`src/design/ordered_pair_set_toggle_assert.svh`:
```
// Assertion macros for the file that checks the pair list.
// Every macro expects clk_i and rst_ni to be visible where it is used.
`ifndef ORDERED_PAIR_SET_TOGGLE_ASSERT_SVH
`define ORDERED_PAIR_SET_TOGGLE_ASSERT_SVH

// The condition must hold at every clock edge out of reset.
`define OPST_ASSERT_ALWAYS(lbl, cond) \
  lbl: assert property (@(posedge clk_i) disable iff (!rst_ni) (cond)) \
    else $error("opst: invariant does not hold");

// When the antecedent holds, the consequent must hold in the same cycle.
`define OPST_ASSERT_IMPLY(lbl, ante, cons) \
  lbl: assert property (@(posedge clk_i) disable iff (!rst_ni) (ante) |-> (cons)) \
    else $error("opst: implication does not hold");

// When the antecedent holds, the consequent must hold in the following cycle.
`define OPST_ASSERT_NEXT(lbl, ante, cons) \
  lbl: assert property (@(posedge clk_i) disable iff (!rst_ni) (ante) |=> (cons)) \
    else $error("opst: next-cycle check does not hold");

`endif

```
`src/design/opst_pkg.sv`:
```
package opst_pkg;

  // Field widths of one request and one response.
  localparam int unsigned ACTION_W    = 2;
  localparam int unsigned KEY_W       = 16;
  localparam int unsigned PAIR_W      = 2 * KEY_W;
  localparam int unsigned OUT_CNT_W   = 5;

  // Default list capacity.
  localparam int unsigned DEFAULT_MAX_ENTRIES = 16;

  // Request actions.
  typedef enum logic [ACTION_W-1:0] {
    ACT_QUERY  = 2'd0,
    ACT_TOGGLE = 2'd1,
    ACT_ADD    = 2'd2,
    ACT_CLEAR  = 2'd3
  } action_e;

  // Controller states.
  typedef enum logic {
    S_IDLE  = 1'b0,
    S_APPLY = 1'b1
  } state_e;

  // Commands from the controller to the datapath.
  typedef struct packed {
    logic capture;  // Latch the request and compare it against all entries.
    logic commit;   // Update the list and load the response register.
  } ctrl_cmd_t;

endpackage

```
`src/design/opst_req_if.sv`:
```
interface opst_req_if;

  logic                               valid;
  logic                               ready;
  logic [opst_pkg::ACTION_W-1:0]      action;
  logic [opst_pkg::KEY_W-1:0]         first_key;
  logic [opst_pkg::KEY_W-1:0]         second_key;

  modport source (output valid, action, first_key, second_key, input ready);
  modport sink   (input valid, action, first_key, second_key, output ready);

endinterface

```
`src/design/opst_rsp_if.sv`:
```
interface opst_rsp_if;

  logic                               valid;
  logic                               ready;
  logic                               is_present;
  logic                               list_changed;
  logic                               rejected_full;
  logic [opst_pkg::OUT_CNT_W-1:0]     entry_count;

  modport source (output valid, is_present, list_changed, rejected_full, entry_count,
                  input ready);
  modport sink   (input valid, is_present, list_changed, rejected_full, entry_count,
                  output ready);

endinterface

```
`src/design/ordered_pair_set_toggle.sv`:
```
// Ordered pair set with toggle, add, query and clear actions.
// Requests arrive on req_i (action, first_key, second_key); each request
// produces exactly one response on rsp_o (is_present, list_changed,
// rejected_full, entry_count). Both channels use valid/ready and a request
// moves when valid and ready are high at a rising clock edge.
// The list holds up to MAX_ENTRIES distinct pairs in insertion order.
// A request is compared against all live entries in the cycle it is
// accepted, and the list is updated in state S_APPLY, once the response
// register is free, while that register is loaded. rsp_o.valid rises
// together with the loaded response, and the block takes no new request
// until that update is done. The pace is set by the compare state followed
// by the update state on the shared entry lanes.
// When the receiver stalls, one finished response waits in the output
// register while the next request is still accepted and compared; its
// update waits until the output register is free, and no further request
// is accepted meanwhile.
// Reset clears the live count, so the list is empty; entry contents are
// not cleared and are never compared before they are rewritten.
module ordered_pair_set_toggle #(
  parameter int unsigned MAX_ENTRIES = opst_pkg::DEFAULT_MAX_ENTRIES
) (
  input  logic              clk_i,
  input  logic              rst_ni,
  opst_req_if.sink          req_i,
  opst_rsp_if.source        rsp_o
);

  localparam int unsigned CNT_W = $clog2(MAX_ENTRIES + 1);

  opst_pkg::ctrl_cmd_t cmd;
  logic [CNT_W-1:0]    count;

  // Sequencer.
  opst_ctrl u_ctrl (
    .clk_i       (clk_i),
    .rst_ni      (rst_ni),
    .req_valid_i (req_i.valid),
    .req_ready_o (req_i.ready),
    .rsp_valid_o (rsp_o.valid),
    .rsp_ready_i (rsp_o.ready),
    .cmd_o       (cmd)
  );

  // Entry lanes and response register.
  opst_dp #(
    .MAX_ENTRIES (MAX_ENTRIES)
  ) u_dp (
    .clk_i           (clk_i),
    .rst_ni          (rst_ni),
    .cmd_i           (cmd),
    .action_i        (req_i.action),
    .first_key_i     (req_i.first_key),
    .second_key_i    (req_i.second_key),
    .is_present_o    (rsp_o.is_present),
    .list_changed_o  (rsp_o.list_changed),
    .rejected_full_o (rsp_o.rejected_full),
    .entry_count_o   (rsp_o.entry_count),
    .count_o         (count)
  );

  // Design checks.
`include "ordered_pair_set_toggle_assert.svh"

  `OPST_ASSERT_ALWAYS(a_count_bound, count <= CNT_W'(MAX_ENTRIES))
  `OPST_ASSERT_NEXT(a_one_in_flight, req_i.valid && req_i.ready, !req_i.ready)
  `OPST_ASSERT_IMPLY(a_reject_excl, rsp_o.valid, !(rsp_o.list_changed && rsp_o.rejected_full))
  `OPST_ASSERT_IMPLY(a_reject_full, rsp_o.valid && rsp_o.rejected_full, count == CNT_W'(MAX_ENTRIES))

endmodule

```
`src/design/opst_ctrl.sv`:
```
module opst_ctrl (
  input  logic                   clk_i,
  input  logic                   rst_ni,
  input  logic                   req_valid_i,
  output logic                   req_ready_o,
  output logic                   rsp_valid_o,
  input  logic                   rsp_ready_i,
  output opst_pkg::ctrl_cmd_t    cmd_o
);

  opst_pkg::state_e state_q, state_d;
  logic             out_valid_q, out_valid_d;
  logic             out_free;

  // The response register can take a new result when empty or being drained.
  assign out_free = !out_valid_q || rsp_ready_i;

  // Next state.
  always_comb begin
    state_d = state_q;
    unique case (state_q)
      opst_pkg::S_IDLE: begin
        if (req_valid_i) state_d = opst_pkg::S_APPLY;
      end
      opst_pkg::S_APPLY: begin
        if (out_free) state_d = opst_pkg::S_IDLE;
      end
      default: state_d = opst_pkg::S_IDLE;
    endcase
  end

  // Outputs and commands.
  always_comb begin
    req_ready_o   = 1'b0;
    cmd_o.capture = 1'b0;
    cmd_o.commit  = 1'b0;
    unique case (state_q)
      opst_pkg::S_IDLE: begin
        req_ready_o   = 1'b1;
        cmd_o.capture = req_valid_i;
      end
      opst_pkg::S_APPLY: begin
        cmd_o.commit = out_free;
      end
      default: begin
        req_ready_o = 1'b0;
      end
    endcase
  end

  // Response valid flag: set on commit, cleared when the sink takes it.
  always_comb begin
    out_valid_d = out_valid_q;
    if (cmd_o.commit) begin
      out_valid_d = 1'b1;
    end else if (rsp_ready_i) begin
      out_valid_d = 1'b0;
    end
  end

  assign rsp_valid_o = out_valid_q;

  // State registers.
  always_ff @(posedge clk_i or negedge rst_ni) begin
    if (!rst_ni) begin
      state_q     <= opst_pkg::S_IDLE;
      out_valid_q <= 1'b0;
    end else begin
      state_q     <= state_d;
      out_valid_q <= out_valid_d;
    end
  end

endmodule

```
`src/design/opst_dp.sv`:
```
module opst_dp #(
  parameter int unsigned MAX_ENTRIES = opst_pkg::DEFAULT_MAX_ENTRIES,
  localparam int unsigned CNT_W      = $clog2(MAX_ENTRIES + 1)
) (
  input  logic                            clk_i,
  input  logic                            rst_ni,
  input  opst_pkg::ctrl_cmd_t             cmd_i,
  input  logic [opst_pkg::ACTION_W-1:0]   action_i,
  input  logic [opst_pkg::KEY_W-1:0]      first_key_i,
  input  logic [opst_pkg::KEY_W-1:0]      second_key_i,
  output logic                            is_present_o,
  output logic                            list_changed_o,
  output logic                            rejected_full_o,
  output logic [opst_pkg::OUT_CNT_W-1:0]  entry_count_o,
  output logic [CNT_W-1:0]                count_o
);

  localparam int unsigned PAIR_W = opst_pkg::PAIR_W;

  // Entry lanes, live count and the captured request.
  logic [PAIR_W-1:0]      store_q [MAX_ENTRIES];
  logic [PAIR_W-1:0]      store_d [MAX_ENTRIES];
  logic [CNT_W-1:0]       count_q, count_d;
  opst_pkg::action_e      action_q;
  logic [PAIR_W-1:0]      key_q;
  logic [MAX_ENTRIES-1:0] hit_d, hit_q;
  logic [MAX_ENTRIES-1:0] shift_d, shift_q;
  logic [PAIR_W-1:0]      key_in;

  // Response register.
  logic                           present_d, present_q;
  logic                           changed_d, changed_q;
  logic                           rejected_d, rejected_q;
  logic [opst_pkg::OUT_CNT_W-1:0] rsp_count_d, rsp_count_q;

  logic present, full, do_remove, do_append;

  assign key_in = {first_key_i, second_key_i};

  // Compare the incoming key against every live lane; a lane at or above the
  // hit position moves down by one if the entry is removed.
  for (genvar j = 0; j < MAX_ENTRIES; j++) begin : g_lane
    assign hit_d[j]   = (count_q > CNT_W'(j)) && (store_q[j] == key_in);
    assign shift_d[j] = |hit_d[j:0];
  end

  // Decide the list update from the captured hit vector.
  assign present = |hit_q;
  assign full    = (count_q == CNT_W'(MAX_ENTRIES));

  always_comb begin
    do_remove  = 1'b0;
    do_append  = 1'b0;
    present_d  = present;
    changed_d  = 1'b0;
    rejected_d = 1'b0;
    count_d    = count_q;
    unique case (action_q)
      opst_pkg::ACT_QUERY: begin
        present_d = present;
      end
      opst_pkg::ACT_TOGGLE: begin
        if (present) begin
          do_remove = 1'b1;
          present_d = 1'b0;
          changed_d = 1'b1;
        end else if (!full) begin
          do_append = 1'b1;
          present_d = 1'b1;
          changed_d = 1'b1;
        end else begin
          rejected_d = 1'b1;
        end
      end
      opst_pkg::ACT_ADD: begin
        if (!present) begin
          if (!full) begin
            do_append = 1'b1;
            present_d = 1'b1;
            changed_d = 1'b1;
          end else begin
            rejected_d = 1'b1;
          end
        end
      end
      opst_pkg::ACT_CLEAR: begin
        changed_d = (count_q != '0);
        present_d = 1'b0;
        count_d   = '0;
      end
      default: begin
        present_d = present;
      end
    endcase
    if (do_remove) count_d = count_q - CNT_W'(1);
    if (do_append) count_d = count_q + CNT_W'(1);
  end

  assign rsp_count_d = opst_pkg::OUT_CNT_W'(count_d);

  // Lane update: close the gap on removal, write the tail slot on append.
  for (genvar j = 0; j < MAX_ENTRIES; j++) begin : g_upd
    if (j < MAX_ENTRIES - 1) begin : g_mid
      always_comb begin
        store_d[j] = store_q[j];
        if (do_remove && shift_q[j]) begin
          store_d[j] = store_q[j+1];
        end else if (do_append && (count_q == CNT_W'(j))) begin
          store_d[j] = key_q;
        end
      end
    end else begin : g_top
      always_comb begin
        store_d[j] = store_q[j];
        if (do_append && (count_q == CNT_W'(j))) begin
          store_d[j] = key_q;
        end
      end
    end
  end

  // Payload registers: lanes, captured request and response fields.
  always_ff @(posedge clk_i) begin
    if (cmd_i.capture) begin
      action_q <= opst_pkg::action_e'(action_i);
      key_q    <= key_in;
      hit_q    <= hit_d;
      shift_q  <= shift_d;
    end
    if (cmd_i.commit) begin
      store_q     <= store_d;
      present_q   <= present_d;
      changed_q   <= changed_d;
      rejected_q  <= rejected_d;
      rsp_count_q <= rsp_count_d;
    end
  end

  // Live count.
  always_ff @(posedge clk_i or negedge rst_ni) begin
    if (!rst_ni) begin
      count_q <= '0;
    end else if (cmd_i.commit) begin
      count_q <= count_d;
    end
  end

  assign is_present_o    = present_q;
  assign list_changed_o  = changed_q;
  assign rejected_full_o = rejected_q;
  assign entry_count_o   = rsp_count_q;
  assign count_o         = count_q;

endmodule

```
`src/flat_wrapper.sv`:
```
// flat-port wrapper written by rule: the top's interface ports become plain ports
module ordered_pair_set_toggle_flat 
#(
  parameter int unsigned MAX_ENTRIES = opst_pkg::DEFAULT_MAX_ENTRIES
)
  (clk_i, rst_ni, req_i_valid, req_i_action, req_i_first_key, req_i_second_key, req_i_ready, rsp_o_valid, rsp_o_is_present, rsp_o_list_changed, rsp_o_rejected_full, rsp_o_entry_count, rsp_o_ready);
  opst_req_if req_i_i ();
  opst_rsp_if rsp_o_i ();
  input  logic clk_i;
  input  logic rst_ni;
  input wire logic [$bits(req_i_i.valid)-1:0] req_i_valid;
  input wire logic [$bits(req_i_i.action)-1:0] req_i_action;
  input wire logic [$bits(req_i_i.first_key)-1:0] req_i_first_key;
  input wire logic [$bits(req_i_i.second_key)-1:0] req_i_second_key;
  output wire logic [$bits(req_i_i.ready)-1:0] req_i_ready;
  output wire logic [$bits(rsp_o_i.valid)-1:0] rsp_o_valid;
  output wire logic [$bits(rsp_o_i.is_present)-1:0] rsp_o_is_present;
  output wire logic [$bits(rsp_o_i.list_changed)-1:0] rsp_o_list_changed;
  output wire logic [$bits(rsp_o_i.rejected_full)-1:0] rsp_o_rejected_full;
  output wire logic [$bits(rsp_o_i.entry_count)-1:0] rsp_o_entry_count;
  input wire logic [$bits(rsp_o_i.ready)-1:0] rsp_o_ready;
  assign req_i_i.valid = req_i_valid;
  assign req_i_i.action = req_i_action;
  assign req_i_i.first_key = req_i_first_key;
  assign req_i_i.second_key = req_i_second_key;
  assign req_i_ready = req_i_i.ready;
  assign rsp_o_valid = rsp_o_i.valid;
  assign rsp_o_is_present = rsp_o_i.is_present;
  assign rsp_o_list_changed = rsp_o_i.list_changed;
  assign rsp_o_rejected_full = rsp_o_i.rejected_full;
  assign rsp_o_entry_count = rsp_o_i.entry_count;
  assign rsp_o_i.ready = rsp_o_ready;
  ordered_pair_set_toggle #(.MAX_ENTRIES(MAX_ENTRIES)) u_core (.clk_i(clk_i), .rst_ni(rst_ni), .req_i(req_i_i), .rsp_o(rsp_o_i));
endmodule
```
`config.mk`:
```
export PLATFORM = sky130hd
export DESIGN_NAME = ordered_pair_set_toggle_flat
export DESIGN_NICKNAME = d
export VERILOG_FILES = /design/src/design/opst_pkg.sv /design/src/design/opst_req_if.sv /design/src/design/opst_rsp_if.sv /design/src/design/ordered_pair_set_toggle.sv /design/src/design/opst_ctrl.sv /design/src/design/opst_dp.sv /design/src/flat_wrapper.sv
export VERILOG_INCLUDE_DIRS = /design/src /design/src/design
export SDC_FILE = /design/constraint.sdc
export NUM_CORES = 1
export LEC_CHECK = 0
export BUFFER_PORTS_ARGS = -buffer_cell sky130_fd_sc_hd__buf_2
export CAP_MARGIN = 20
export CORE_UTILIZATION = 30
export DETAILED_ROUTE_END_ITERATION = 10
export GPL_ROUTABILITY_DRIVEN = 1
export SETUP_SLACK_MARGIN = 0.3
export SKIP_LAST_GASP = 1
export SLEW_MARGIN = 30
export SYNTH_ARGS = -nofsm -noshare
export SYNTH_HDL_FRONTEND = slang
export SYNTH_SLANG_ARGS = --single-unit
export TNS_END_PERCENT = 100
```
`constraint.sdc`:
```
create_clock -name clk_i -period 11.71 [get_ports clk_i]
set_input_delay 0 -clock clk_i [delete_from_list [all_inputs] [get_ports clk_i]]
set_output_delay 0 -clock clk_i [all_outputs]
set_load 0.02 [all_outputs]
```
==> results of run 1 <==
## logic make-up (layout without fill, tap and decap cells)
family | Yosys count | count (layout) | share of synthesized area
xor gates and xnor gates | 512 | 512 | 0.146
adders and majority gates | 10 | 10 | 0.00407
muxes | 484 | 484 | 0.177
and+or+nand+nor | 278 | 278 | 0.0545
buffers and inverters | 169 | 258 | 0.0337
DFF | 591 | 591 | 0.576
AOI/OAI and AO/OA | 47 | 47 | 0.00931
other | 0 | 1 | 0
## cells in the mapped netlist, types with 3 or more instances
master | number | area (sq um)
a21oi_1 | 24 | 120
mux2_2 | 252 | 2840
nor4_1 | 65 | 407
edfxtp_1 | 584 | 17500
buf_6 | 15 | 169
clkbuf_1 | 36 | 135
xor2_1 | 195 | 1710
nand2_1 | 28 | 105
nand3_1 | 22 | 110
nand2b_1 | 5 | 31.3
nand4_1 | 93 | 582
xnor2_1 | 317 | 2780
nor4_2 | 3 | 37.5
o21ai_0 | 8 | 40.0
nor3_1 | 10 | 50.1
inv_1 | 15 | 56.3
buf_2 | 37 | 185
ha_1 | 10 | 125
and3_1 | 7 | 43.8
nor2_1 | 17 | 63.8
mux2_1 | 232 | 2610
nand2_2 | 8 | 50.1
dfrtp_1 | 7 | 175
buf_4 | 65 | 488
a31oi_1 | 5 | 31.3
## metal layers
layer,vias up,GRT usage,wire [um]
met5,-,0,13
met4,2,0.0784,3980
met3,221,0.0301,7390
met2,935,0.341,51300
met1,9700,0.246,41500
li1,7816,-,-
## per-stage QoR
stage | hold WS [ns] | power, mW
floorplan | -0.296 | 3.52
global placement | -0.144 | 3.99
detailed placement | -0.136 | 4.02
CTS | 0.00639 | 6.21
global route | 0.0156 | 6.38
finish | 0.0267 | 6.22
## final timing paths
kind / slack (ns) / to
max: 8.22 / u_core.u_dp.store_q[211]
min: 0.03 / u_core.u_dp.key_q[0]
max reg2reg: 8.22 / u_core.u_dp.store_q[211]
min reg2reg: 0.56 / u_core.u_dp.store_q[339]
max in group asynchronous: 10.98 / u_core.u_dp.count_o[0]
min in group asynchronous: 0.40 / u_core.u_ctrl.state_q
## layout make-up
class                      count  area, sq um
multi-input combinational   1331        12200
tap                         1368         1710
antenna                        1         2.50
sequential                   591        17700
fill                        9733        66600
inverter                      16         60.1
clock inverter                34          445
clock buffer                  80         1800
timing repair buffer         128         1180
## worst reg2reg max path, cell delays in order, from the launching register on
cell	delay, ns
edfxtp_1	0.38
nor4_1	0.35
and4_1	0.44
and3_1	0.22
buf_4	0.25
and3_1	0.28
and2b_1	0.23
nand2_1	0.12
a21oi_4	0.62
buf_8	0.26
## sequential cells by signal, indices dropped and copies added (netlist names), 2 cells and up
name                       cells
u_core.u_dp.action_q           2
u_core.u_dp.count_o            5
u_core.u_dp.entry_count_o      5
u_core.u_dp.hit_q             16
u_core.u_dp.key_q             32
u_core.u_dp.shift_q           14
u_core.u_dp.store_q          512
## power by group through the flow
stage | combinational [mW] | clock [mW] | sequential, mW
2_1_floorplan | 0.761 | 0 | 2.76
4_1_cts | 1.19 | 2.22 | 2.80
5_1_grt | 1.27 | 2.29 | 2.81
3_3_place_gp | 1.13 | 0 | 2.86
3_5_place_dp | 1.18 | 0 | 2.84
6_report | 1.22 | 2.19 | 2.81
## timing repair
item                                   4_1_cts  5_1_grt
hold buffers                                 7        1
setup endpoints to repair                    0        0
endpoints found under the hold margin       12        1
==> results.yml, run 1 <==
run_status:
  result_of_the_run: "finished, violations left"
  violations: "design-rule violations"
route:
  avgRoutedWirePerCell_um: 29.3
  drt-vias-per-instance: 5.26
  detailed_route_wl_um: 104000
  route.vias.total: 18700
  ant_nets: 0
  drt-pass1-iter-count: 10
  initial_drc_count: 2404
  drc: 4
floorplan:
  die_x_um: 322
  starting_utilization_of_the_core_area: 0.302
  die_height_um: 322
  die-area_sq_mm: 0.104
  std_cell_rows: 117
  core-area_sq_mm: 0.102
  design.portCount: 48
clock_tree:
  cts_made_buffers: 67
  clock_tree_from_tritoncts: "done"
  htreeDepth: 3
  cts_buffer_depth: 3
  clock_sink_count: 591
  clkTransAtPathRegs_ns: 0.06
  cts.repair_timing.setup_buffer_count: 0
  clkLatencyLatePin_ns: 0.61
  post_cts_resize_count: 0
  clockRootBuffer: "clkbuf_16"
setup_path:
  max_stage_delay_ns: 0.62
  critPathBufInv: 2
  crit_path_start: "u_core.u_dp.hit_q[8]"
  cp_delay_by_family_top: "simple AND/OR/NAND/NOR gates"
  worstSetupEndpointType: "flip-flop"
  r2r.worst_path.cells: 9
  timing.rr.start: "u_core.u_dp.hit_q[8]"
  cpMostUsedCell: "and3_1"
  crit_chain: "nor4_1 > and4_1 > and3_1 > buf_4 > and3_1 > and2b_1 > nand2_1 > a21oi_4 > buf_8"
  arrival_ns: 3.78
  critical_path_depth: 9
  required_time_of_the_worst_setup_path_ns: 12.00
  worst-setup-path-type: "flip-flop to flip-flop"
  crit_path_max_fanout: 19
  crit_path_top_delay_cell: "a21oi_4"
  worst_setup_path_start_kind: "flip-flop"
grt:
  grt_pass1_wl_um: 145000
  number_of_antenna_violations_at_the_first_check_in_global_routing: 7
  global_route_congestion_overflow_total: 0
  number_of_global_route_vias_before_repair: 18900
  groute.usage.overall: 0.197
  grt_start_max_net_pins: 65
layout:
  final_nets: 2183
  syn_to_final_growth_pct: 14.1
  final_cell_mix: "584 x edfxtp_1, 317 x xnor2_1, 252 x mux2_2"
  stdcell_count: 3549
  finalCoreUtilization: 0.345
  post-route-cell-area_sq_mm: 0.0351
  post_route_cells_drive_above_1_share: 0.230
  layout_commonest_cell: "edfxtp_1"
pwr:
  power.clock.fraction: 0.353
  internal-power_mw: 4.42
  peakVddDrop_v: 0.000116
  p_leak_nw: 11.3
  powerDensity_mw_per_mm2: 177
  sw_frac_of_total: 0.290
  switchingPower_mw: 1.80
  power.combinational.fraction: 0.197
  power.share.sequential: 0.451
sta:
  timing.clock.skew_ns: 0.0366
  finalWorstSetupSlack_ns: 8.22
  tns_ns: 0
  fin_crit_ns: 3.49
  maxClockFrequency_mhz: 287
  finalHoldViolCount: 0
  rsz0062_at_grt: "false"
  max-slew-margin-rel: 0.265
  finalSetupViolations: 0
  part_of_the_cycle_the_worst_path_needs: 0.298
  pin_slew_with_the_least_headroom_to_its_limit_ns: 1.10
  timing.final.max_slew_violations: 0
placement:
  place_inst: 3417
  preCtsSetupSlack_ns: 8.21
  routabilityCongestion: 0.899
  sum_of_net_half_perimeters_after_detailed_placement_um: 68700
  io_buffers: 47
  placement_stage_cell_area_sq_mm: 0.0326
logic_synthesis:
  ys_async_rst_share: 0.0118
  postSynthNetCount: 2139
  yosys_register_bits: 591
  syn-instance-count: 2091
  synth_cell_type_count: 50
  syn_area_per_cell_sq_um: 14.7
  syn-cell-area_sq_mm: 0.0308
  number_of_enable_type_register_cells_in_the_synthesized_netlist: 584
  synth_seq_area_share: 0.576
  synth_warnings: 0
  synth-main-ff-cell: "edfxtp_1"
worst_hold_path:
  hold_depth: 2
  hp-start: "req_i_second_key[0]"
  hold_class: "input port to flip-flop"
run:
  timing.max_cap.violations: 0
Power figures use the tool's default switching activity.
==> run 2, diff against run 1 <==
- clock period: 11.71 -> 3.29 ns (I/O delays scaled with it)
==> run 2 against run 1 <==
Net effect: the run now ends clean; hold slack improved by 0.018 ns; clock skew down 0.0090 ns; flip-flop and latch count stayed put; die area is the same; worst setup slack lost 7.8 ns; critical path depth down 1; combinational power increased to 3.7 times the previous value; global-route usage is 0.53 points higher; sequential power increased to 3.6 times the previous value; non-clock buffer count is 69 higher.
==> results.yml, run 2 (synthesis results as in run 1) <==
run:
  timing.max_cap.violations: 0
sta:
  fin_crit_ns: 2.90
  finalHoldViolCount: 0
  holdWs_ns: 0.0447
  rsz0062_at_grt: "false"
  finalSetupViolations: 0
  timing.final.max_slew_violations: 0
  maxClockFrequency_mhz: 345
  pin_slew_with_the_least_headroom_to_its_limit_ns: 1.12
  timing.clock.skew_ns: 0.0276
  max-slew-margin-rel: 0.250
  part_of_the_cycle_the_worst_path_needs: 0.882
  tns_ns: 0
grt:
  number_of_antenna_violations_at_the_first_check_in_global_routing: 11
  groute.usage.overall: 0.203
  grt_pass1_wl_um: 148000
  grt_start_max_net_pins: 65
  number_of_global_route_vias_before_repair: 19300
  global_route_congestion_overflow_total: 0
route:
  route.vias.total: 19100
  drc: 0
  detailed_route_wl_um: 107000
  initial_drc_count: 2037
  avgRoutedWirePerCell_um: 29.5
  drt-vias-per-instance: 5.28
  ant_nets: 0
  drt-pass1-iter-count: 5
pwr:
  p_total_mw: 22.2
  internal-power_mw: 15.6
  power.share.sequential: 0.451
  power.combinational.fraction: 0.206
  p_leak_nw: 11.7
  powerDensity_mw_per_mm2: 620
  switchingPower_mw: 6.56
  peakVddDrop_v: 0.000439
  power.clock.fraction: 0.343
  sw_frac_of_total: 0.296
clock_tree:
  cts_made_buffers: 67
  clockRootBuffer: "clkbuf_16"
  clock_sink_count: 591
  htreeDepth: 3
  clkTransAtPathRegs_ns: 0.06
  clkLatencyLatePin_ns: 0.61
  clock_tree_from_tritoncts: "done"
  cts_buffer_depth: 3
placement:
  io_buffers: 47
  place_inst: 3480
  placement_stage_cell_area_sq_mm: 0.0333
  routabilityCongestion: 0.929
  sum_of_net_half_perimeters_after_detailed_placement_um: 74600
worst_hold_path:
  hold_path_end: "u_core.u_dp.key_q[28]"
  hold_depth: 2
  hp-start: "req_i_first_key[12]"
  hold_class: "input port to flip-flop"
layout:
  layout_commonest_cell: "edfxtp_1"
  post-route-cell-area_sq_mm: 0.0357
  final_cell_mix: "584 x edfxtp_1, 317 x xnor2_1, 252 x mux2_2"
  post_route_cells_drive_above_1_share: 0.250
  top_register: "u_core.u_dp.store_q"
  flip_flop_count_of_the_largest_register_all_copies_and_words_added: 512
  final_nets: 2252
  largestRegisters: "u_core.u_dp.store_q (512), u_core.u_dp.key_q (32), u_core.u_dp.hit_q (16)"
  stdcell_count: 3624
  syn_to_final_growth_pct: 16.2
setup_path:
  required_time_of_the_worst_setup_path_ns: 3.76
  arrival_ns: 3.37
  crit_chain: "inv_1 > ha_2 > nor2_1 > a31oi_1 > nor4_1 > and3_1 > nor2_1 > nand4b_1"
  crit_path_max_fanout: 8
  crit_path_start: "u_core.u_dp.count_o[1]"
  regToRegEndpoint: "u_core.u_dp.shift_q[14]"
  r2r.worst_path.cells: 8
  cp_delay_by_family_top: "simple AND/OR/NAND/NOR gates"
  reg2reg_slack_ns: 0.39
  max_stage_delay_ns: 0.69
  timing.rr.start: "u_core.u_dp.count_o[1]"
  cpMostUsedCell: "nor2_1"
  crit_path_top_delay_cell: "nor2_1"
  worstSetupEndpointType: "flip-flop"
  worst_setup_path_start_kind: "flip-flop"
  critPathBufInv: 1
  critical_path_depth: 8
  worst-setup-path-type: "flip-flop to flip-flop"
floorplan:
  die_x_um: 322
  std_cell_rows: 117
  die_height_um: 322
  die-area_sq_mm: 0.104
  core-area_sq_mm: 0.102
  starting_utilization_of_the_core_area: 0.302
  design.portCount: 48
run_status:
  result_of_the_run: "complete, no violations"
==> run 2: changes by cell type in the layout (fill, tap and decap cells not counted), moves of 5 or more <==
cell           delta
buf_4            +36
buf_16           -10
clkinv_2          +5
dlygate4sd3_1    +12
clkbuf_1          +8
buf_12           +29
==> run 2: cell type report <==
cell class / instances / area (sq um)
Timing Repair Buffer: 197 / 1860
Clock inverter: 35 / 384
Inverter: 16 / 60.1
Antenna cell: 1 / 2.50
Tap cell: 1368 / 1710
Multi-Input combinational cell: 1331 / 12200
Clock buffer: 85 / 1790
Sequential cell: 591 / 17700
Fill cell: 9694 / 66000
==> run 2: what timing repair did <==
action                                  in CTS  in global routing
hold buffers                                20                  0
endpoints found under the setup margin     342                387
hold endpoints to repair                    25                  0
setup buffers                                0                  1
resized for setup                            7                  3
pin swaps                                    0                  2
==> run 2: per-stage QoR <==
| stage | setup slack [ns] | util |
|---|---|---|
| global route | 0.335 | 0.351 |
| CTS | 0.300 | 0.351 |
| floorplan | 0.312 | - |
| detailed placement | 0.147 | 0.327 |
| finish | 0.388 | 0.351 |
| global placement | 0.205 | 0.326 |
==> run 2: layer usage <==
metal	track usage	wire length, um	up-vias
li1	-	-	7972
met1	0.258	43500	9914
met2	0.334	50800	985
met3	0.0399	7910	270
met4	0.0876	4760	2
met5	0	13	-
==> run 2: worst register-to-register path: stages, from the launching register on <==
cell	delay, ns
dfrtp_1	0.50
inv_1	0.20
ha_2	0.32
nor2_1	0.70
a31oi_1	0.27
nor4_1	0.33
and3_1	0.27
nor2_1	0.07
nand4b_1	0.11
==> run 2: worst max-delay path by stage <==
stage                               end  slack [ns]
3_5_place_dp   u_core.u_dp.store_q[390]        0.15
2_1_floorplan  u_core.u_dp.store_q[224]        0.31
6_report        u_core.u_dp.shift_q[14]        0.39
3_3_place_gp   u_core.u_dp.store_q[399]        0.21
4_1_cts        u_core.u_dp.store_q[256]        0.30
5_1_grt        u_core.u_dp.store_q[201]        0.34
==> run 2: power groups by stage <==
stage / Combinational [mW] / Sequential (mW) / Clock (mW)
after floorplan: 2.73 / 9.81 / 0
after CTS: 4.45 / 10.0 / 7.70
after global routing: 4.74 / 10.0 / 7.94
final: 4.56 / 10.0 / 7.60
after detailed placement: 4.39 / 10.1 / 0
after global placement: 4.20 / 10.2 / 0
